**src/sv/murmur_hash_64_engine_core_assert.svh**
```systemverilog
// -----------------------------------------------------------------------------
// Assertion macros for the murmur hash core
// Implication and next-cycle checks on a clock with a synchronous reset.
// -----------------------------------------------------------------------------
`ifndef MURMUR_HASH_64_ENGINE_CORE_ASSERT_SVH
`define MURMUR_HASH_64_ENGINE_CORE_ASSERT_SVH

// same-cycle implication
`define MH64_ASSERT_IMP(lbl, ck, rs, ante, cons) \
  lbl: assert property (@(posedge ck) disable iff (rs) (ante) |-> (cons)) \
    else $error("assertion failed: same-cycle check");

// next-cycle implication
`define MH64_ASSERT_NXT(lbl, ck, rs, ante, cons) \
  lbl: assert property (@(posedge ck) disable iff (rs) (ante) |=> (cons)) \
    else $error("assertion failed: next-cycle check");

`endif

```
**src/sv/mh64_pkg.sv**
```systemverilog
// -----------------------------------------------------------------------------
// mh64_pkg
// Constants and shared types of the 64-bit murmur hash core.
// -----------------------------------------------------------------------------
`default_nettype none

package mh64_pkg;

  localparam logic [63:0] MH_MUL  = 64'hc6a4a7935bd1e995;
  localparam logic [63:0] MH_SEED = 64'hdeadbeefdeadbeef;
  localparam int unsigned MH_SHIFT = 47;

  localparam logic [31:0] MH_MUL_LO = MH_MUL[31:0];
  localparam logic [31:0] MH_MUL_HI = MH_MUL[63:32];

  typedef struct packed {
    logic        start;
    logic [63:0] operand;
  } mul_req_t;

  typedef struct packed {
    logic        done;
    logic [63:0] product;
  } mul_rsp_t;

endpackage

`default_nettype wire

```
**src/sv/mh64_if.sv**
```systemverilog
// -----------------------------------------------------------------------------
// mh64_if
// Valid/ready channels for key words in and hash results out.
// -----------------------------------------------------------------------------
`default_nettype none

interface mh64_in_if;
  logic        valid;
  logic        ready;
  logic [63:0] data_word;
  logic [3:0]  valid_bytes;
  logic [31:0] key_length;
  logic        last_word;

  modport source (output valid, data_word, valid_bytes, key_length, last_word,
                  input ready);
  modport sink   (input valid, data_word, valid_bytes, key_length, last_word,
                  output ready);
endinterface

interface mh64_out_if;
  logic        valid;
  logic        ready;
  logic [63:0] hash_value;

  modport source (output valid, hash_value, input ready);
  modport sink   (input valid, hash_value, output ready);
endinterface

`default_nettype wire

```
**src/sv/mh64_mul.sv**
```systemverilog
// -----------------------------------------------------------------------------
// mh64_mul
// Multiplies a 64-bit operand by the hash constant, modulo 2^64, with one
// 32x32 multiplier, one partial product at a time.
// -----------------------------------------------------------------------------
`default_nettype none

`include "murmur_hash_64_engine_core_assert.svh"

module mh64_mul
  import mh64_pkg::*;
(
  input  wire logic     clk,
  input  wire logic     rst,
  input  wire mul_req_t req,
  output mul_rsp_t      rsp
);

  localparam logic [1:0] STEP_LL = 2'd0;  // a_lo * m_lo
  localparam logic [1:0] STEP_HL = 2'd1;  // a_hi * m_lo
  localparam logic [1:0] STEP_LH = 2'd2;  // a_lo * m_hi

  logic [63:0] a;
  logic [63:0] acc;
  logic [1:0]  step;
  logic        run;
  logic        done;

  logic [31:0] op_a;
  logic [31:0] op_b;
  logic [63:0] prod;

  always_comb begin
    op_a = (step == STEP_HL) ? a[63:32] : a[31:0];
    op_b = (step == STEP_LH) ? MH_MUL_HI : MH_MUL_LO;
    prod = op_a * op_b;
  end

  always_ff @(posedge clk) begin
    if (rst) begin
      run  <= 1'b0;
      done <= 1'b0;
      step <= STEP_LL;
    end else begin
      done <= 1'b0;
      if (req.start) begin
        a    <= req.operand;
        step <= STEP_LL;
        run  <= 1'b1;
      end else if (run) begin
        if (step == STEP_LL) begin
          acc <= prod;
        end else begin
          acc <= acc + {prod[31:0], 32'b0};
        end
        if (step == STEP_LH) begin
          run  <= 1'b0;
          done <= 1'b1;
          step <= STEP_LL;
        end else begin
          step <= step + 2'd1;
        end
      end
    end
  end

  assign rsp.done    = done;
  assign rsp.product = acc;

  `MH64_ASSERT_IMP(a_start_when_free, clk, rst, req.start, !run)
  `MH64_ASSERT_NXT(a_last_step_done, clk, rst, run && (step == STEP_LH), done && !run)
  `MH64_ASSERT_NXT(a_start_runs, clk, rst, req.start, run && (step == STEP_LL))

endmodule

`default_nettype wire

```
**src/sv/murmur_hash_64_engine_core.sv**
```systemverilog
// A first word adds one multiply pass for the length seed; a last word adds
// the tail/full mix and the final avalanche multiply.
// Every 64-bit multiply runs on the shared 32x32 multiplier.
// The result sits in an output register, so a new word is taken while it waits.
// Reset (rst, synchronous): idle, no key in progress, running hash zero.
// -----------------------------------------------------------------------------
// murmur_hash_64_engine_core
// 64-bit murmur hash (64A) over a key streamed as little-endian 64-bit words.
// -----------------------------------------------------------------------------
`default_nettype none

`include "murmur_hash_64_engine_core_assert.svh"

module murmur_hash_64_engine_core
  import mh64_pkg::*;
(
  input  wire logic  clk,
  input  wire logic  rst,
  mh64_in_if.sink    key_in,
  mh64_out_if.source hash_out
);

  typedef enum logic [8:0] {
    S_IDLE     = 9'b000000001,
    S_SEED     = 9'b000000010,
    S_DISPATCH = 9'b000000100,
    S_K1       = 9'b000001000,
    S_K2       = 9'b000010000,
    S_HMUL     = 9'b000100000,
    S_TAIL     = 9'b001000000,
    S_FIN      = 9'b010000000,
    S_DONE     = 9'b100000000
  } state_t;

  localparam logic [3:0] FULL_WORD_BYTES = 4'd8;
  localparam logic [3:0] NO_BYTES        = 4'd0;

  function automatic logic [63:0] xorshift(input logic [63:0] x);
    xorshift = x ^ (x >> MH_SHIFT);
  endfunction

  function automatic logic [63:0] tail_mask(input logic [3:0] n);
    logic [63:0] m;
    m = '0;
    for (int i = 0; i < 8; i++) begin
      if (4'(i) < n) m[i*8 +: 8] = 8'hff;
    end
    tail_mask = m;
  endfunction

  state_t      state;
  logic        in_progress;
  logic [63:0] h;
  logic [63:0] word;
  logic [3:0]  cnt;
  logic        last;
  logic        go;
  logic        go_next;
  logic [63:0] opnd;
  logic        out_valid;
  logic [63:0] out_hash;

  mul_req_t    mul_req;
  mul_rsp_t    mul_rsp;

  logic        in_xfer;
  logic [3:0]  cnt_sat;
  logic        mul_wait;
  logic        out_load;

  assign mul_req.start   = go;
  assign mul_req.operand = opnd;

  mh64_mul u_mul (
    .clk (clk),
    .rst (rst),
    .req (mul_req),
    .rsp (mul_rsp)
  );

  assign key_in.ready        = (state == S_IDLE);
  assign in_xfer             = key_in.valid && key_in.ready;
  assign cnt_sat             = key_in.valid_bytes[3] ? FULL_WORD_BYTES : key_in.valid_bytes;
  assign hash_out.valid      = out_valid;
  assign hash_out.hash_value = out_hash;

  assign mul_wait = (state == S_SEED) || (state == S_K1) || (state == S_K2) ||
                    (state == S_HMUL) || (state == S_TAIL) || (state == S_FIN);
  assign out_load = (state == S_DONE) && (!out_valid || hash_out.ready);

  // multiply start pulse, issued on the edge that leaves each launching state
  always_comb begin
    go_next = 1'b0;
    unique case (state)
      S_IDLE:     go_next = key_in.valid && !in_progress;
      S_DISPATCH: go_next = 1'b1;
      S_K1:       go_next = mul_rsp.done;
      S_K2:       go_next = mul_rsp.done;
      S_HMUL:     go_next = mul_rsp.done && last;
      S_TAIL:     go_next = mul_rsp.done;
      default:    go_next = 1'b0;
    endcase
  end

  always_ff @(posedge clk) begin
    if (rst) begin
      state       <= S_IDLE;
      in_progress <= 1'b0;
      h           <= '0;
      go          <= 1'b0;
      out_valid   <= 1'b0;
    end else begin
      go <= go_next;
      if (out_valid && hash_out.ready && (state != S_DONE)) out_valid <= 1'b0;
      unique case (state)
        S_IDLE: begin
          if (key_in.valid) begin
            word <= key_in.data_word;
            cnt  <= cnt_sat;
            last <= key_in.last_word;
            if (in_progress) begin
              state <= S_DISPATCH;
            end else begin
              opnd  <= {32'b0, key_in.key_length};
              state <= S_SEED;
            end
          end
        end
        S_SEED: begin
          if (mul_rsp.done) begin
            h     <= MH_SEED ^ mul_rsp.product;
            state <= S_DISPATCH;
          end
        end
        S_DISPATCH: begin
          if (!last || cnt == FULL_WORD_BYTES) begin
            opnd  <= word;
            state <= S_K1;
          end else if (cnt != NO_BYTES) begin
            opnd  <= h ^ (word & tail_mask(cnt));
            state <= S_TAIL;
          end else begin
            opnd  <= xorshift(h);
            state <= S_FIN;
          end
        end
        S_K1: begin
          if (mul_rsp.done) begin
            opnd  <= xorshift(mul_rsp.product);
            state <= S_K2;
          end
        end
        S_K2: begin
          if (mul_rsp.done) begin
            opnd  <= h ^ mul_rsp.product;
            state <= S_HMUL;
          end
        end
        S_HMUL: begin
          if (mul_rsp.done) begin
            h <= mul_rsp.product;
            if (last) begin
              opnd  <= xorshift(mul_rsp.product);
              state <= S_FIN;
            end else begin
              in_progress <= 1'b1;
              state       <= S_IDLE;
            end
          end
        end
        S_TAIL: begin
          if (mul_rsp.done) begin
            opnd  <= xorshift(mul_rsp.product);
            state <= S_FIN;
          end
        end
        S_FIN: begin
          if (mul_rsp.done) begin
            h     <= xorshift(mul_rsp.product);
            state <= S_DONE;
          end
        end
        S_DONE: begin
          // hold until the output register is free
          if (!out_valid || hash_out.ready) begin
            out_valid   <= 1'b1;
            out_hash    <= h;
            in_progress <= 1'b0;
            state       <= S_IDLE;
          end
        end
        default: state <= S_IDLE;
      endcase
    end
  end

  `MH64_ASSERT_IMP(a_done_in_mul_state, clk, rst, mul_rsp.done, mul_wait)
  `MH64_ASSERT_NXT(a_new_key_seeds, clk, rst, in_xfer && !in_progress, (state == S_SEED) && go)
  `MH64_ASSERT_NXT(a_cont_key_mixes, clk, rst, in_xfer && in_progress, state == S_DISPATCH)
  `MH64_ASSERT_NXT(a_result_load, clk, rst, out_load, out_valid && (out_hash == $past(h)))

endmodule

`default_nettype wire

```
**src/flat_wrapper.sv**
```systemverilog
// flat-port wrapper written by rule: the top's interface ports become plain ports
module murmur_hash_64_engine_core_flat import mh64_pkg::*;
  (clk, rst, key_in_valid, key_in_data_word, key_in_valid_bytes, key_in_key_length, key_in_last_word, key_in_ready, hash_out_valid, hash_out_hash_value, hash_out_ready);
  mh64_in_if key_in_i ();
  mh64_out_if hash_out_i ();
  input  wire logic clk;
  input  wire logic rst;
  input wire logic [$bits(key_in_i.valid)-1:0] key_in_valid;
  input wire logic [$bits(key_in_i.data_word)-1:0] key_in_data_word;
  input wire logic [$bits(key_in_i.valid_bytes)-1:0] key_in_valid_bytes;
  input wire logic [$bits(key_in_i.key_length)-1:0] key_in_key_length;
  input wire logic [$bits(key_in_i.last_word)-1:0] key_in_last_word;
  output wire logic [$bits(key_in_i.ready)-1:0] key_in_ready;
  output wire logic [$bits(hash_out_i.valid)-1:0] hash_out_valid;
  output wire logic [$bits(hash_out_i.hash_value)-1:0] hash_out_hash_value;
  input wire logic [$bits(hash_out_i.ready)-1:0] hash_out_ready;
  assign key_in_i.valid = key_in_valid;
  assign key_in_i.data_word = key_in_data_word;
  assign key_in_i.valid_bytes = key_in_valid_bytes;
  assign key_in_i.key_length = key_in_key_length;
  assign key_in_i.last_word = key_in_last_word;
  assign key_in_ready = key_in_i.ready;
  assign hash_out_valid = hash_out_i.valid;
  assign hash_out_hash_value = hash_out_i.hash_value;
  assign hash_out_i.ready = hash_out_ready;
  murmur_hash_64_engine_core u_core (.clk(clk), .rst(rst), .key_in(key_in_i), .hash_out(hash_out_i));
endmodule
```
**config.mk**
```make
export PLATFORM = sky130hd
export DESIGN_NAME = murmur_hash_64_engine_core_flat
export DESIGN_NICKNAME = d
export VERILOG_FILES = /design/src/sv/mh64_pkg.sv /design/src/sv/mh64_if.sv /design/src/sv/mh64_mul.sv /design/src/sv/murmur_hash_64_engine_core.sv /design/src/flat_wrapper.sv
export VERILOG_INCLUDE_DIRS = /design/src /design/src/sv
export SDC_FILE = /design/constraint.sdc
export NUM_CORES = 2
export LEC_CHECK = 0
export BUFFER_PORTS_ARGS = -buffer_cell sky130_fd_sc_hd__buf_2
export CORE_UTILIZATION = 45
export CTS_BUF_LIST = sky130_fd_sc_hd__clkbuf_8 sky130_fd_sc_hd__clkbuf_16
export DETAILED_ROUTE_END_ITERATION = 16
export HOLD_SLACK_MARGIN = 0.02
export PLACE_DENSITY_LB_ADDON = 0.1
export SYNTH_ARGS = -nofsm -noshare
export SYNTH_HDL_FRONTEND = slang
export SYNTH_SLANG_ARGS = --single-unit
```
**constraint.sdc**
```tcl
create_clock -name clk -period 10.97 [get_ports clk]
set_input_delay 0.5485 -clock clk [delete_from_list [all_inputs] [get_ports clk]]
set_output_delay 0.5485 -clock clk [all_outputs]
set_load 0.02 [all_outputs]
```
==> impl_results.md <==
* Status: completed
* Post-synth EDFFs at around 330
* Die Area at 97600 um^2
* Final Util at 0.495
* Largest buffer count on any clock path at 3
* Synth Area in Compound Gates at 0.124
* Met1 WL at roughly 63000 um
* CTS H-tree lvls at 2
* Max_slew headroom at 0.270
* Max-cap violation count at 0
* Drt via density at around 5.5
* Dpl hpwl at 118000 um
* # Post-CTS Setup Buffers at 0
* Worst hold path startpoint: key_in_data_word[5]
* Seq/Total Area, Yosys at 0.262
* Min-Delay Path Class: input port to flop
* Worst Tran Pin Value at 1.09 ns
* GP Congestion at 0.968
* Synthesized instance count at around 4200
* WHS Endpoint: u_core.word[5]
* Root buffer cell: clkbuf_16
* Post-layout minimum cycle time at 10.18 ns
* Pre-CTS WS at 0.920 ns
* Clk sinks at 405
* Via Count at around 31000
* Resized Gates After CTS at 0
* Post-route DRC violation count at 0
* Async SR Flop Fraction at 0
* Latest clock arrival within the worst-skew pair at between 0.5 and 0.6 ns
* R2R Setup Slk at 0.79 ns
* CTS tree: done
* Critical Path RT at 11.25 ns
* Largest family of logic cells by synthesized area: adder cells
* Final setup fails at 0
* Synth Cell Area at approximately 43000 um^2
* Multi-input logic area at 28600 um^2
* Met2 routed WL at 66400 um
* Worst Setup SP: u_core.u_mul.step[0]
* Reg clk slew, reported paths at roughly 0.070 ns
* RSZ-0062 raised after global routing: no
* Met3 Wirelength at 9570 um
* RR Startpoint: u_core.u_mul.step[0]
* DR top layer: met5
* First-pass GRT wire length at roughly 210000 um
* Detailed Routing Iterations Pass 1 at 5
* Grt ovf at 0
* CTS Buf Count at 44
* Synth unique cells at 88
* Hold Buf Count CTS at 0
* Slew Viols, Final at 0
* Worst r2r dst: u_core.u_mul.acc[63]
* Final TNS setup at 0 ns
* Final period util at 0.928
* Final std cells w/o fill at ~5600
* Share of cells above drive strength 1 at 0.0853
* Crit-path slowest cell: fa_1
* NumNets Final at ~5500
* Hold depth at 1
* Cell with the most instances after synthesis: inv_1
* Commonest cells in the synthesized netlist: inv_1 (764), fa_1 (607), ha_1 (436)
* Synth top area share at 0.280
* Buffers on Ports at 170
* CP peak stage delay at 0.57 ns
* Setup crit start kind: flop
* CP Max Fanout at 11
* Fillers at 8967
* Reg2reg path depth at 33
* Syn_area_per_cell at approximately 10 um^2
* Die X at approximately 310 um
* Synth area leader: fa_1
* Adder-cell share of the synthesized area at 0.406
* GRT Util Overall at 0.292
* FF+latch area at 11400 um^2
* Final Hold Fails at 0
* Final wirelength at ~140000 um
* XOR/XNOR share of the synthesized area at 0.0321
* Clk_skew at 0.0249 ns
* Vias in the first global route at 31700
* Avg WL per Cell at 25.2 um
* Initial Util at 0.455
* Crit Path Class: flop to flop
* Area Overhead vs Synth at 8.61%
* Synth Area in Simple Gates at 0.0814
* Drt first-iter violations at 2659
* Final worst slack at 0.785 ns
* Rows at about 110
* CP dominant cell by count: fa_1
* Most used DFF post-synth: edfxtp_1
* Crit path DAT at 10.47 ns
* Max Clk Rate at 98.2 MHz
* Setup crit end kind: flop
* Synth area leaders: fa_1 (28%), edfxtp_1 (23%), ha_1 (13%)
* Synth Register Bits at 405
* Placed cell count at 5549
* DIE HEIGHT at 312 um
* Ys Warns at 0
* Initial antenna violation count at 2
* Core area at 95200 um^2
* Mux cell area share after synthesis at 0.0130
* Io pins at 171
* Post-DRT Antenna Nets at 0
* Largest net degree at the start of global routing at 82
area by class of cell:
cell class / instances / area share
clock buffers: 46 / 0.0242
multi-input cells: 2879 / 0.607
repair buffers: 232 / 0.0280
well taps: 1265 / 0.0336
clock inverters: 33 / 0.00460
inverters: 768 / 0.0612
diodes: 1 / 0.0000532
flip-flops and latches: 405 / 0.241
flip-flops by register name, summed over array words and instances (netlist names):
| name | count |
|---|---|
| u_core.hash_out.hash_value | 64 |
| u_core.last | 1 |
| u_core.u_mul.run | 1 |
| u_core.h | 64 |
| u_core.opnd | 64 |
| u_core.word | 64 |
| u_core.u_mul.done | 1 |
| u_core.state | 9 |
| u_core.u_mul.step | 2 |
| u_core.cnt | 4 |
| u_core.in_progress | 1 |
| u_core.u_mul.a | 64 |
| u_core.hash_out.valid | 1 |
| u_core.go | 1 |
| u_core.u_mul.acc | 64 |
cells by family (layout without fill, tap and decap cells):
kind of cell | count (synthesis) | in the layout
xor+xnor | 159 | 159
mux | 55 | 55
other cells | 2 | 6
simple gates | 786 | 786
fa+ha+maj | 1043 | 1043
flops | 405 | 405
compound gates | 831 | 831
buf+inv | 930 | 1079
metrics by stage:
step / hold WS (ns) / area, um^2
2_1_floorplan: 0.400 / 43400
3_3_place_gp: 0.401 / 45700
3_5_place_dp: 0.405 / 45700
4_1_cts: 0.114 / 47100
5_1_grt: 0.116 / 47100
6_report: 0.143 / 47100
routing by layer:
metal / up-vias / track usage
met5: - / 0
met4: 2 / 0.0515
met3: 108 / 0.0478
met2: 1010 / 0.469
met1: 15900 / 0.420
li1: 14200 / -
worst max-delay path by stage:
stage | slack (ns) | to
after floorplan | 1.41 | u_core.u_mul.acc[63]
after global placement | 0.96 | u_core.u_mul.acc[63]
after detailed placement | 0.92 | u_core.u_mul.acc[63]
after CTS | 0.86 | u_core.u_mul.acc[63]
after global routing | 0.19 | u_core.u_mul.acc[63]
final | 0.79 | u_core.u_mul.acc[63]
placed cells by master (no fill, tap or decap), types with 9 or more instances in the layout:
cell type | synthesis | routed
nor3_1 | 23 | 22
edfxtp_1 | 325 | 325
nor2b_1 | 17 | 14
buf_4 | 1 | 62
nand3_1 | 23 | 21
nand2_1 | 336 | 336
and2_1 | 39 | 37
clkbuf_16 | 0 | 45
o21bai_1 | 13 | 13
ha_1 | 436 | 436
clkinv_1 | 4 | 10
dfxtp_1 | 80 | 80
o211ai_1 | 26 | 26
o32ai_1 | 11 | 11
nor3b_1 | 11 | 9
o211a_1 | 13 | 13
nand2b_1 | 16 | 16
xor2_1 | 62 | 62
mux2i_1 | 45 | 45
fa_1 | 607 | 607
a221o_1 | 20 | 20
a221oi_1 | 21 | 21
nand4_1 | 19 | 19
or2_2 | 24 | 24
o21a_1 | 12 | 11
xnor2_1 | 97 | 97
a21o_1 | 73 | 73
nor2_1 | 232 | 229
inv_1 | 764 | 777
o221ai_1 | 27 | 27
a22oi_1 | 48 | 48
a21oi_1 | 248 | 248
a211oi_1 | 30 | 29
buf_2 | 24 | 170
o21ai_0 | 201 | 201
a31oi_1 | 13 | 13
o22ai_1 | 16 | 16
and3_1 | 12 | 11
mux2_2 | 10 | 10
critical path: cells and delay by family (launching register included):
kind / cells / cell delay, ns
AO/OA/AOI/OAI: 4 / 0.86
adder cells (fa/ha/maj): 10 / 4.58
XOR/XNOR: 2 / 0.64
buffers and inverters: 6 / 0.88
multiplexers: 2 / 0.56
AND/OR/NAND/NOR: 9 / 1.86
flip-flops: 1 / 0.51
Power is not shown: default switching activity piles up to over one toggle a cycle in this logic, so the estimate is an artifact.
